File: src/rtl/core/ccpr_pkg.sv
// Shared constants, codes and word types for the clean-first clock page replacer.
package ccpr_pkg;

  localparam int NUM_FRAMES     = 32;
  localparam int NUM_PROCS      = 5;
  localparam int PAGES_PER_PROC = 32;
  localparam int TOTAL_PAGES    = NUM_PROCS * PAGES_PER_PROC;

  localparam int FRAME_W = $clog2(NUM_FRAMES);
  localparam int USED_W  = $clog2(NUM_FRAMES + 1);
  localparam int PROC_W  = 3;
  localparam int PAGE_W  = 5;
  localparam int SLOT_W  = $clog2(TOTAL_PAGES);
  localparam int COUNT_W = 16;
  localparam int ADDR_W  = 3;

  localparam logic [COUNT_W-1:0] COUNT_MAX = '1;
  localparam logic [ADDR_W-1:0]  REG_MODE  = 3'd0;

  typedef enum logic [1:0] {
    KIND_NONE  = 2'd0,
    KIND_READ  = 2'd1,
    KIND_WRITE = 2'd2,
    KIND_RSVD  = 2'd3
  } kind_t;

  typedef enum logic [1:0] {
    ST_NONE    = 2'd0,
    ST_HIT     = 2'd1,
    ST_FILL    = 2'd2,
    ST_REPLACE = 2'd3
  } status_t;

  typedef struct packed {
    logic [PROC_W-1:0] process;
    logic [PAGE_W-1:0] page;
    logic [1:0]        func;
  } req_t;

  typedef struct packed {
    logic [1:0]         status;
    logic [4:0]         frame;
    logic [PROC_W-1:0]  victim_process;
    logic [PAGE_W-1:0]  victim_page;
    logic               victim_dirty;
    logic [COUNT_W-1:0] fault_count;
    logic [COUNT_W-1:0] dirty_evict_count;
  } rsp_t;

endpackage

File: src/rtl/core/ccpr_ram.sv
// Generic simple dual-port RAM with registered read.
module ccpr_ram #(
  parameter int WIDTH = 8,
  parameter int DEPTH = 16
) (
  input  logic                     clk,
  input  logic                     we,
  input  logic [$clog2(DEPTH)-1:0] waddr,
  input  logic [WIDTH-1:0]         wdata,
  input  logic [$clog2(DEPTH)-1:0] raddr,
  output logic [WIDTH-1:0]         rdata
);

  logic [WIDTH-1:0] mem [DEPTH];

  always_ff @(posedge clk) begin
    if (we) begin
      mem[waddr] <= wdata;
    end
    rdata <= mem[raddr];
  end

endmodule

File: src/rtl/core/clean_first_clock_page_replacer_core.sv
// Top level of the clean-first clock page replacer.
//
//   channel  direction  handshake          word
//   req      in         req_valid/stall    process, page, func
//   rsp      out        rsp_valid/stall    status, frame, victim, counts
//   apb      in         psel/penable       replacement_mode at 0
//
// A hit, a no-access word or an ignored word steps through look, decode and
// done; a fill into a free frame adds an install step. A replacement adds the
// victim scan, one frame per cycle through a single compare unit, once round
// the ring globally; local mode scans clean, any-owned, then global fallback.
// Reset clears valid/dirty bits, hands and counts at once; no clearing pass.
// A stalled response holds the sequencer at its last step; the next request
// is taken meanwhile only once the current word sits in the output register.
module clean_first_clock_page_replacer_core (
  input  logic                   clk,
  input  logic                   rst,
  input  logic                   req_valid,
  output logic                   req_stall,
  input  ccpr_pkg::req_t         req,
  output logic                   rsp_valid,
  input  logic                   rsp_stall,
  output ccpr_pkg::rsp_t         rsp,
  input  logic                   psel,
  input  logic                   penable,
  input  logic                   pwrite,
  input  logic [ccpr_pkg::ADDR_W-1:0] paddr,
  input  logic [31:0]            pwdata,
  output logic [31:0]            prdata,
  output logic                   pready
);
  import ccpr_pkg::*;

  typedef enum logic [2:0] {
    S_IDLE, S_LOOK, S_DEC, S_LOCAL0, S_LOCAL1, S_GLOBAL, S_INSTALL, S_DONE
  } state_t;

  state_t state;
  logic   mode;

  logic [PROC_W-1:0]  proc;
  logic [PAGE_W-1:0]  page;
  kind_t              kind;
  logic [SLOT_W-1:0]  slot;
  status_t            status;
  logic [FRAME_W-1:0] fsel;
  logic [FRAME_W-1:0] scan_i;
  logic               inrange;
  logic [PROC_W-1:0]  vproc;
  logic [PAGE_W-1:0]  vpage;
  logic               vdirty;

  logic [TOTAL_PAGES-1:0] page_valid;
  logic [NUM_FRAMES-1:0]  frame_dirty;
  logic [PROC_W-1:0]      frame_owner [NUM_FRAMES];
  logic [PAGE_W-1:0]      frame_page  [NUM_FRAMES];
  logic [USED_W-1:0]      frames_used;
  logic [FRAME_W-1:0]     global_hand;
  logic [FRAME_W-1:0]     local_hands [NUM_PROCS];
  logic [COUNT_W-1:0]     fault_counts [NUM_PROCS];
  logic [COUNT_W-1:0]     dirty_evict_counts [NUM_PROCS];

  logic [FRAME_W-1:0] ram_rdata;
  logic               ram_we;
  logic [FRAME_W-1:0] gidx, lidx;
  logic [SLOT_W-1:0]  vslot;
  logic               rsp_free;

  assign req_stall = (state != S_IDLE);
  assign rsp_free  = !rsp_valid || !rsp_stall;
  assign pready    = 1'b1;
  assign prdata    = {31'd0, mode};

  assign gidx  = global_hand + scan_i;
  assign lidx  = local_hands[proc] + scan_i;
  assign vslot = SLOT_W'(frame_owner[fsel] * PAGES_PER_PROC) + SLOT_W'(frame_page[fsel]);
  assign ram_we = (state == S_INSTALL);

  ccpr_ram #(.WIDTH(FRAME_W), .DEPTH(TOTAL_PAGES)) u_page_frame (
    .clk   (clk),
    .we    (ram_we),
    .waddr (slot),
    .wdata (fsel),
    .raddr (slot),
    .rdata (ram_rdata)
  );

  always_ff @(posedge clk) begin
    if (rst) begin
      state       <= S_IDLE;
      mode        <= 1'b0;
      rsp_valid   <= 1'b0;
      page_valid  <= '0;
      frame_dirty <= '0;
      frames_used <= '0;
      global_hand <= '0;
      for (int p = 0; p < NUM_PROCS; p++) begin
        local_hands[p]        <= '0;
        fault_counts[p]       <= '0;
        dirty_evict_counts[p] <= '0;
      end
    end else begin
      if (psel && penable && pwrite && pready && paddr == REG_MODE) begin
        mode <= pwdata[0];
      end
      if (rsp_valid && !rsp_stall) begin
        rsp_valid <= 1'b0;
      end
      unique case (state)
        S_IDLE: begin
          if (req_valid) begin
            proc    <= req.process;
            page    <= req.page;
            kind    <= kind_t'(req.func);
            inrange <= (32'(req.process) < NUM_PROCS) && (32'(req.page) < PAGES_PER_PROC);
            slot    <= SLOT_W'(req.process * PAGES_PER_PROC) + SLOT_W'(req.page);
            state   <= S_LOOK;
          end
        end
        S_LOOK: state <= S_DEC;
        S_DEC: begin
          scan_i <= '0;
          if (!inrange || !(kind == KIND_READ || kind == KIND_WRITE)) begin
            status <= ST_NONE;
            state  <= S_DONE;
          end else if (page_valid[slot]) begin
            status <= ST_HIT;
            fsel   <= ram_rdata;
            if (kind == KIND_WRITE) begin
              frame_dirty[ram_rdata] <= 1'b1;
            end
            state <= S_DONE;
          end else begin
            if (fault_counts[proc] != COUNT_MAX) begin
              fault_counts[proc] <= fault_counts[proc] + 1'b1;
            end
            if (32'(frames_used) < NUM_FRAMES) begin
              status      <= ST_FILL;
              fsel        <= FRAME_W'(frames_used);
              frames_used <= frames_used + 1'b1;
              state       <= S_INSTALL;
            end else begin
              status <= ST_REPLACE;
              state  <= mode ? S_LOCAL0 : S_GLOBAL;
            end
          end
        end
        S_LOCAL0, S_LOCAL1: begin
          if (frame_owner[lidx] == proc && (state == S_LOCAL1 || !frame_dirty[lidx])) begin
            fsel              <= lidx;
            local_hands[proc] <= lidx + 1'b1;
            state             <= S_INSTALL;
          end else if (scan_i == FRAME_W'(NUM_FRAMES - 1)) begin
            scan_i <= '0;
            state  <= (state == S_LOCAL0) ? S_LOCAL1 : S_GLOBAL;
          end else begin
            scan_i <= scan_i + 1'b1;
          end
        end
        S_GLOBAL: begin
          if (!frame_dirty[gidx]) begin
            fsel        <= gidx;
            global_hand <= gidx + 1'b1;
            state       <= S_INSTALL;
          end else if (scan_i == FRAME_W'(NUM_FRAMES - 1)) begin
            // every frame dirty: take the one at the hand
            fsel        <= global_hand;
            global_hand <= global_hand + 1'b1;
            state       <= S_INSTALL;
          end else begin
            scan_i <= scan_i + 1'b1;
          end
        end
        S_INSTALL: begin
          // hold the victim here; the output word may still be stalled
          vproc  <= frame_owner[fsel];
          vpage  <= frame_page[fsel];
          vdirty <= frame_dirty[fsel];
          if (status == ST_REPLACE) begin
            page_valid[vslot]  <= 1'b0;
            if (frame_dirty[fsel] && dirty_evict_counts[proc] != COUNT_MAX) begin
              dirty_evict_counts[proc] <= dirty_evict_counts[proc] + 1'b1;
            end
          end
          page_valid[slot]  <= 1'b1;
          frame_owner[fsel] <= proc;
          frame_page[fsel]  <= page;
          frame_dirty[fsel] <= (kind == KIND_WRITE);
          state             <= S_DONE;
        end
        S_DONE: begin
          if (rsp_free) begin
            rsp_valid  <= 1'b1;
            rsp.status <= status;
            rsp.frame  <= (status == ST_NONE) ? 5'd0 : 5'(fsel);
            if (status == ST_REPLACE) begin
              rsp.victim_process <= vproc;
              rsp.victim_page    <= vpage;
              rsp.victim_dirty   <= vdirty;
            end else begin
              rsp.victim_process <= '0;
              rsp.victim_page    <= '0;
              rsp.victim_dirty   <= 1'b0;
            end
            rsp.fault_count       <= inrange ? fault_counts[proc] : '0;
            rsp.dirty_evict_count <= inrange ? dirty_evict_counts[proc] : '0;
            state <= S_IDLE;
          end
        end
        default: state <= S_IDLE;
      endcase
    end
  end

  a_used_bound: assert property (@(posedge clk) disable iff (rst)
    32'(frames_used) <= NUM_FRAMES)
    else $error("frame fill count past frame total");

  a_busy_after_accept: assert property (@(posedge clk) disable iff (rst)
    (req_valid && !req_stall) |=> req_stall)
    else $error("request taken without entering the sequencer");

  a_none_frame_zero: assert property (@(posedge clk) disable iff (rst)
    (rsp_valid && rsp.status == ST_NONE) |-> (rsp.frame == 5'd0))
    else $error("no-access word carries a frame");

  a_scan_needs_full: assert property (@(posedge clk) disable iff (rst)
    (state == S_GLOBAL || state == S_LOCAL0 || state == S_LOCAL1)
      |-> (32'(frames_used) == NUM_FRAMES))
    else $error("victim scan with free frames left");

endmodule

File: config.mk
export PLATFORM = sky130hd
export DESIGN_NAME = clean_first_clock_page_replacer_core
export DESIGN_NICKNAME = d
export VERILOG_FILES = /design/src/rtl/core/ccpr_pkg.sv /design/src/rtl/core/ccpr_ram.sv /design/src/rtl/core/clean_first_clock_page_replacer_core.sv
export SDC_FILE = /design/constraint.sdc
export NUM_CORES = 2
export LEC_CHECK = 0
export ABC_AREA = 1
export BUFFER_PORTS_ARGS = -buffer_cell sky130_fd_sc_hd__buf_2
export CORE_ASPECT_RATIO = 0.7
export CORE_MARGIN = 2
export CORE_UTILIZATION = 40
export DETAILED_ROUTE_END_ITERATION = 8
export PLACE_DENSITY = 0.65
export SETUP_SLACK_MARGIN = 0.3
export SLEW_MARGIN = 40
export SYNTH_ARGS = -nofsm -noshare
export SYNTH_HDL_FRONTEND = slang
export SYNTH_SLANG_ARGS = --single-unit
export TNS_END_PERCENT = 50
File: constraint.sdc
create_clock -name clk -period 11.9 [get_ports clk]
set_input_delay 0.595 -clock clk [delete_from_list [all_inputs] [get_ports clk]]
set_output_delay 0.595 -clock clk [all_outputs]
set_load 0.01 [all_outputs]
# Yosys cells after proc, flatten, opt, wreduce, memory -nomap -nowiden
# Memories as Yosys holds them, arrays and structs flattened. A register that Yosys moved wholly into a read port is not among the register bits.
# Cells that the tools add are included.
# word_totals
ff_bits	296
latchBits	0
ramBits	1241
rom_bits	0
out_inout_bits	83
wordCells	219
n_memories	6
# classes
add_sub_neg	11
mul	0
n_div	0
n_lt_le_gt_ge	12
n_eq_ne	27
shifts	0
muxes	90
bitwise	7
reduce_logical	40
# memory_table
name	words	word_bits	rd	rd_ports_with_merged_regs	wr	line_no	text
u_page_frame.mem	160	5	1	1	1	ccpr_ram.sv:14	logic [WIDTH-1:0] mem [DEPTH];
frame_page	32	5	1	1	1	clean_first_clock_page_replacer_core.sv:56	logic [PAGE_W-1:0] frame_page [NUM_FRAMES];
frame_owner	32	3	2	1	1	clean_first_clock_page_replacer_core.sv:55	logic [PROC_W-1:0] frame_owner [NUM_FRAMES];
dirty_evict_counts	5	16	1	1	5	clean_first_clock_page_replacer_core.sv:61	logic [COUNT_W-1:0] dirty_evict_counts [NUM_PROCS];
fault_counts	5	16	1	1	5	clean_first_clock_page_replacer_core.sv:60	logic [COUNT_W-1:0] fault_counts [NUM_PROCS];
local_hands	5	5	1	1	5	clean_first_clock_page_replacer_core.sv:59	logic [FRAME_W-1:0] local_hands [NUM_PROCS];
# op_table
operator	n
2-to-1 mux 160 bit	3
AND 160 bit	1
inverter 160 bit	1
bitwise OR 160 bit	1
2-to-1 mux 32 bit	3
2-to-1 mux 5 bit	15
one-hot mux 32 bit (2 select lines)	1
2-to-1 mux 3 bit	16
2-to-1 mux 1 bit	38
adder 16 x 1 -> 16 bit (second input constant)	2
bitwise mux 32 bit	1
2-to-1 mux 16 bit	2
!= test 16 bit (second input constant)	2
bitwise OR 32 bit	1
OR reduction 16 bit	2
one-hot mux 5 bit (3 select lines)	2
less-than comparator 5 x 6 -> 1 bit (second input constant)	4
one-hot mux 3 bit (7 select lines)	1
adder 5 x 1 -> 5 bit (second input constant)	4
!= test 2 bit (second input constant)	10
less-than comparator 8 x 9 -> 1 bit (second input constant)	2
adder 8 x 5 -> 8 bit	2
demux 1 bit (select 8 bit)	2
>= comparator 8 x 1 -> 1 bit (second input constant)	2
other kinds (31)	69

# Longest topological paths before layout
# logic_depth
depth_word	12
depth_mapped	31
depth_no_buf	26

# Hierarchy
# From an unflattened synthesis, not the netlist that was laid out.
# hier_totals
hier_cells	7480
hier_area_um2	73591.8
# by_module_without_submodules
mod	n_inst	cells_per_inst	area_per_inst_um2	seq_area_each_um2
clean_first_clock_page_replacer_core	1	4697	40646.5	23302.3
ccpr_ram	1	2783	32945.3	24123.1

# Worst setup path before layout
# No wires, ideal clock.
# synth_timing
kind	reg2reg
start	register fsel[0]
end	memory dirty_evict_counts[5][0] (enable)
arrival_time_ps	4514
required_ps	11512
path_slack_ps	6997
path_stages_with_launch	12
path_buffers	1
path_cell_list	edfxtp_1 nor2_1 inv_1 clkbuf_1 o22ai_1 nor2_1 o22ai_1 nor2_1 nand2_1 nor3_2 nand2_1 nor2_1
# synth_rtl
element	line_no	text
from (decl)	clean_first_clock_page_replacer_core.sv:46	logic [FRAME_W-1:0] fsel;
from (signal assigned)	clean_first_clock_page_replacer_core.sv:128	fsel <= ram_rdata;
from (signal assigned)	clean_first_clock_page_replacer_core.sv:139	fsel <= FRAME_W'(frames_used);
from (signal assigned)	clean_first_clock_page_replacer_core.sv:150	fsel <= lidx;
to (decl)	clean_first_clock_page_replacer_core.sv:61	

==> summary.md <==
The clock insertion delay at the later pin of the skew report came out at 0.81 ns. In this run the static leakage power is 0.0263 uW. Detailed-route wire length per cell: 23.9 um. The area share of the largest cell type after synthesis was 0.614. The run gives 0 as the total of warnings raised by yosys. The setup path with the least slack is of type reg2reg. The total via count in the routed design was 51400. The tool flagged a number of max-cap violations equal to 0. The post-cts resize count was 0; the post-synthesis to final-layout area growth was 11.8%.

For this run, the top clock speed supported by timing is 163 MHz. The average instance in the mapped netlist occupies 11.0 sq um. The logs give 0 for the number of endpoints with negative hold slack in the final report and 8193 for the violation count after the first detailed-route iteration. The share of flip-flops with an asynchronous set or reset after synthesis is 0, and the placeable core area is 174000 sq um. Ratio of cells with drive above 1 in the final layout: 0.0886. TritonCTS built the clock tree.

For the final routed database, the setup TNS stands at 0 ns. Dividing total power by cell area gives a power density of 203 nW/um^2. Entering global routing, the biggest net connects 106 pins.

Excluding fillers, the count of instances in the completed layout stands at 8829. The total overflow left after global routing is 0. In this run, synthesis inferred 1432 flip-flops with an integrated enable.

The run gives 0 as the post-route DRC violation count. STA classifies the critical path endpoint as a register. Buffers placed on the I/O ports in this run total 71. The tree is rooted in a sky130_fd_sc_hd__clkbuf_16. Die footprint: 178000 sq um. The tools report the maximum clock insertion buffer count as 3.

From bottom edge to top edge, the die measures 354 um. For the detailed-route wire length, the log shows 211 mm. In this run the cell area of the synthesized design comes to 70000 sq um. The logs give 0.361 for the worst slew margin relative to its limit and 0.678 for the sequential share of the synthesized area. Period utilization: 0.516. The transition at the pin with the smallest max-transition slack came out at 0.946 ns. The cell at the slowest stage of the critical path was sky130_fd_sc_hd__inv_2. 135 I/O pins were placed. The floorplan has 128 rows. The required time reported for the critical path endpoint was 12.32 ns; the HPWL reported at the end of detailed placement was 127 mm. The routed design could run at a clock period as short as 6.14 ns.

The tools report the first-pass iteration count of the detailed router as 7. The post-CTS clock slew at the launch and capture registers of the worst setup and hold paths was 0.06 ns. By instance count, the cell type seen most on the critical path is sky130_fd_sc_hd__nand2_1. Counting flops and latches in the post-synthesis netlist gives 1653. Including well taps, the total number of placed cells is 8512.

After filler insertion, the fill cell instance count of the layout stands at 15800. The worst setup path is launched from a register. The dominant synthesized flop cell is sky130_fd_sc_hd__edfxtp_1. For this run, the slowest stage of the critical path takes 0.72 ns. The count of clock tree sinks was 1653; the antenna violation net count after detailed routing was 0. Data on the critical path arrives at its endpoint at 6.56 ns. The effective utilization at floorplan is 0.402.

Buffers inserted to repair hold after CTS numbered 11. Ranked by total cell area, the synthesized netlist is headed by sky130_fd_sc_hd__edfxtp_1 61%, sky130_fd_sc_hd__dfxtp_1 6.3%, sky130_fd_sc_hd__nor2_1 6.0%. Setup violations remaining at the end of the flow were counted as 0. In this run the number of H-tree levels came out at 4. The logs give 3 for the initial antenna violation count and 0.000176 V for the maximum vdd ir drop. The global-route usage over all layers is 0.228.

The run gives 163 as the number of buffers inserted during clock tree synthesis. The clock skew after layout is 0.0430 ns. Via count of the first global-routing pass: 47500. In this run the worst hold path is classified as in2reg. Setup repair after global routing left no endpoint under its margin. After detailed routing, the number of vias per cell comes to 5.83. sky130_fd_sc_hd__edfxtp_1 takes more of the synthesized area than any other cell. The post-synthesis cell type count came out at 56.

Measured along the x axis, the die boundary spans 504 um. The tools report the final max-slew violation count as 0. Traced cell by cell, the critical path runs through buf_4 > buf_12 > o21ai_0 > o22ai_1 > nor2_1 > a31oi_1 > ha_2 > fa_1 > buf_4 > inv_2 > nand3_1 > nand2_1 > nand2_1 > nand2_1 > nand2_1 > nand2_1 > nand2_1 > nand3_1 > nand2_1 > nor2_1 > nand3_1 > inv_2 > nand2_1 > nor2_1. The global-route wire length before repair came out at 309 mm. The run finished with clean final reports. The logs give 6367 for the number of cells produced by synthesis and 0 for the number of post-CTS setup repair buffers.

After the last flow step, the layout net total stands at 6419. Along the worst path, the maximum fanout reaches 55. The final estimated routing congestion in global placement is 0.929.
==> synth_stat cells, types with 22 or more instances <==
cell and count:
sky130_fd_sc_hd__a21oi_1 457, sky130_fd_sc_hd__a22oi_1 410, sky130_fd_sc_hd__buf_1 50, sky130_fd_sc_hd__buf_2 75
sky130_fd_sc_hd__buf_4 60, sky130_fd_sc_hd__clkbuf_1 217, sky130_fd_sc_hd__dfxtp_1 221, sky130_fd_sc_hd__edfxtp_1 1432
sky130_fd_sc_hd__inv_1 230, sky130_fd_sc_hd__inv_2 23, sky130_fd_sc_hd__nand2_1 990, sky130_fd_sc_hd__nand3_1 308
sky130_fd_sc_hd__nand4_1 27, sky130_fd_sc_hd__nor2_1 1119, sky130_fd_sc_hd__nor2_2 22, sky130_fd_sc_hd__nor4_1 34
sky130_fd_sc_hd__o211ai_1 22, sky130_fd_sc_hd__o21ai_0 293, sky130_fd_sc_hd__o21ai_1 74, sky130_fd_sc_hd__o221ai_1 49
sky130_fd_sc_hd__o22ai_1 97, sky130_fd_sc_hd__xor2_1 33
==> registers in the layout, indices dropped and copies added (netlist names), 5 cells and up, named ones only <==
| signal | count |
|---|---|
| page_valid | 160 |
| scan_i | 5 |
| fsel | 5 |
| local_hands | 40 |
| frame_owner | 96 |
| u_page_frame.mem | 800 |
| frame_page | 160 |
| global_hand | 5 |
| frames_used | 6 |
| u_page_frame.rdata | 5 |
| dirty_evict_counts | 128 |
| vpage | 5 |
| rsp | 48 |
| frame_dirty | 32 |
| fault_counts | 128 |
==> metrics by stage <==
| step | util | hold slack [ns] | setup slack (ns) | power, uW | area (sq um) |
|---|---|---|---|---|---|
| finish | 0.450 | 0.0640 | 5.76 | 15900 | 78300 |
| global route | 0.450 | 0.0841 | 5.48 | 16500 | 78300 |
| CTS | 0.450 | 0.0202 | 5.81 | 15800 | 78200 |
| detailed placement | 0.419 | 0.454 | 5.83 | 10700 | 72800 |
| global placement | 0.417 | 0.449 | 5.58 | 10600 | 72500 |
| floorplan | - | 0.440 | 7.00 | 9280 | 70100 |
==> layout make-up <==
cell class / count / area (sq um) / area share
Antenna cell: 1 / 2.50 / 0.0000320
Clock inverter: 78 / 749 / 0.00958
Multi-Input combinational cell: 4081 / 20200 / 0.258
Clock buffer: 226 / 4560 / 0.0583
Inverter: 260 / 990 / 0.0126
Timing Repair Buffer: 190 / 1390 / 0.0178
Tap cell: 2340 / 2930 / 0.0374
Sequential cell: 1653 / 47400 / 0.606
==> layout by cell type (no fill, tap or decap), types with 32 or more instances in the layout <==
cell	n
sky130_fd_sc_hd__o22ai_1	97
sky130_fd_sc_hd__clkbuf_16	166
sky130_fd_sc_hd__edfxtp_1	1432
sky130_fd_sc_hd__conb_1	32
sky130_fd_sc_hd__o21ai_0	293
sky130_fd_sc_hd__o21ai_1	74
sky130_fd_sc_hd__a21oi_1	457
sky130_fd_sc_hd__nand2_1	973
sky130_fd_sc_hd__clkbuf_1	42
sky130_fd_sc_hd__buf_2	70
sky130_fd_sc_hd__nand3_1	302
sky130_fd_sc_hd__nor2_1	1077
sky130_fd_sc_hd__nor2_2	46
sky130_fd_sc_hd__xor2_1	33
sky130_fd_sc_hd__a22oi_1	410
sky130_fd_sc_hd__dfxtp_1	217
sky130_fd_sc_hd__o221ai_1	49
sky130_fd_sc_hd__inv_1	229
sky130_fd_sc_hd__buf_4	92
==> routing by layer <==
layer	vias up	routed length, um	track usage
met5	-	71	0
met4	10	6620	0.0730
met3	468	29600	0.0721
met2	3244	85500	0.313
met1	25000	88800	0.341
li1	22700	-	-
==> final timing paths <==
kind | from | slack [ns] | endpoint | cells after the start
setup / recovery | register | 5.76 | local_hands[7][2] | 24
hold / removal | paddr[0] | 0.06 | mode | 3
setup reg to reg | register | 5.76 | local_hands[7][2] | 24
hold reg to reg | page_valid[36] | 0.46 | page_valid[36] | 2
==> power by group <==
part | total (uW) | leakage [uW] | internal [uW] | switching [uW]
Clock | 5140 | 0.00258 | 2910 | 2230
Sequential | 6720 | 0.0149 | 6630 | 90.6
Combinational | 4040 | 0.00875 | 932 | 3110
==> logic make-up after synthesis <==
kind of cell	share of synthesized area
multiplexers	0.000429
other	0.000107
XOR/XNOR	0.00524
flip-flops	0.678
adder cells (fa/ha/maj)	0.00343
AND/OR/NAND/NOR	0.149
buffers and inverters	0.0402
AO/OA/AOI/OAI	0.124
==> worst max-delay path, delay by kind of cell (launching register included) <==
| family | cells | cell delay [ns] |
|---|---|---|
| simple gates | 14 | 2.06 |
| buf+inv | 5 | 1.81 |
| compound gates | 3 | 0.65 |
| fa+ha+maj | 2 | 0.65 |
| flops | 1 | 0.48 |
Power figures use the tool's default switching activity.
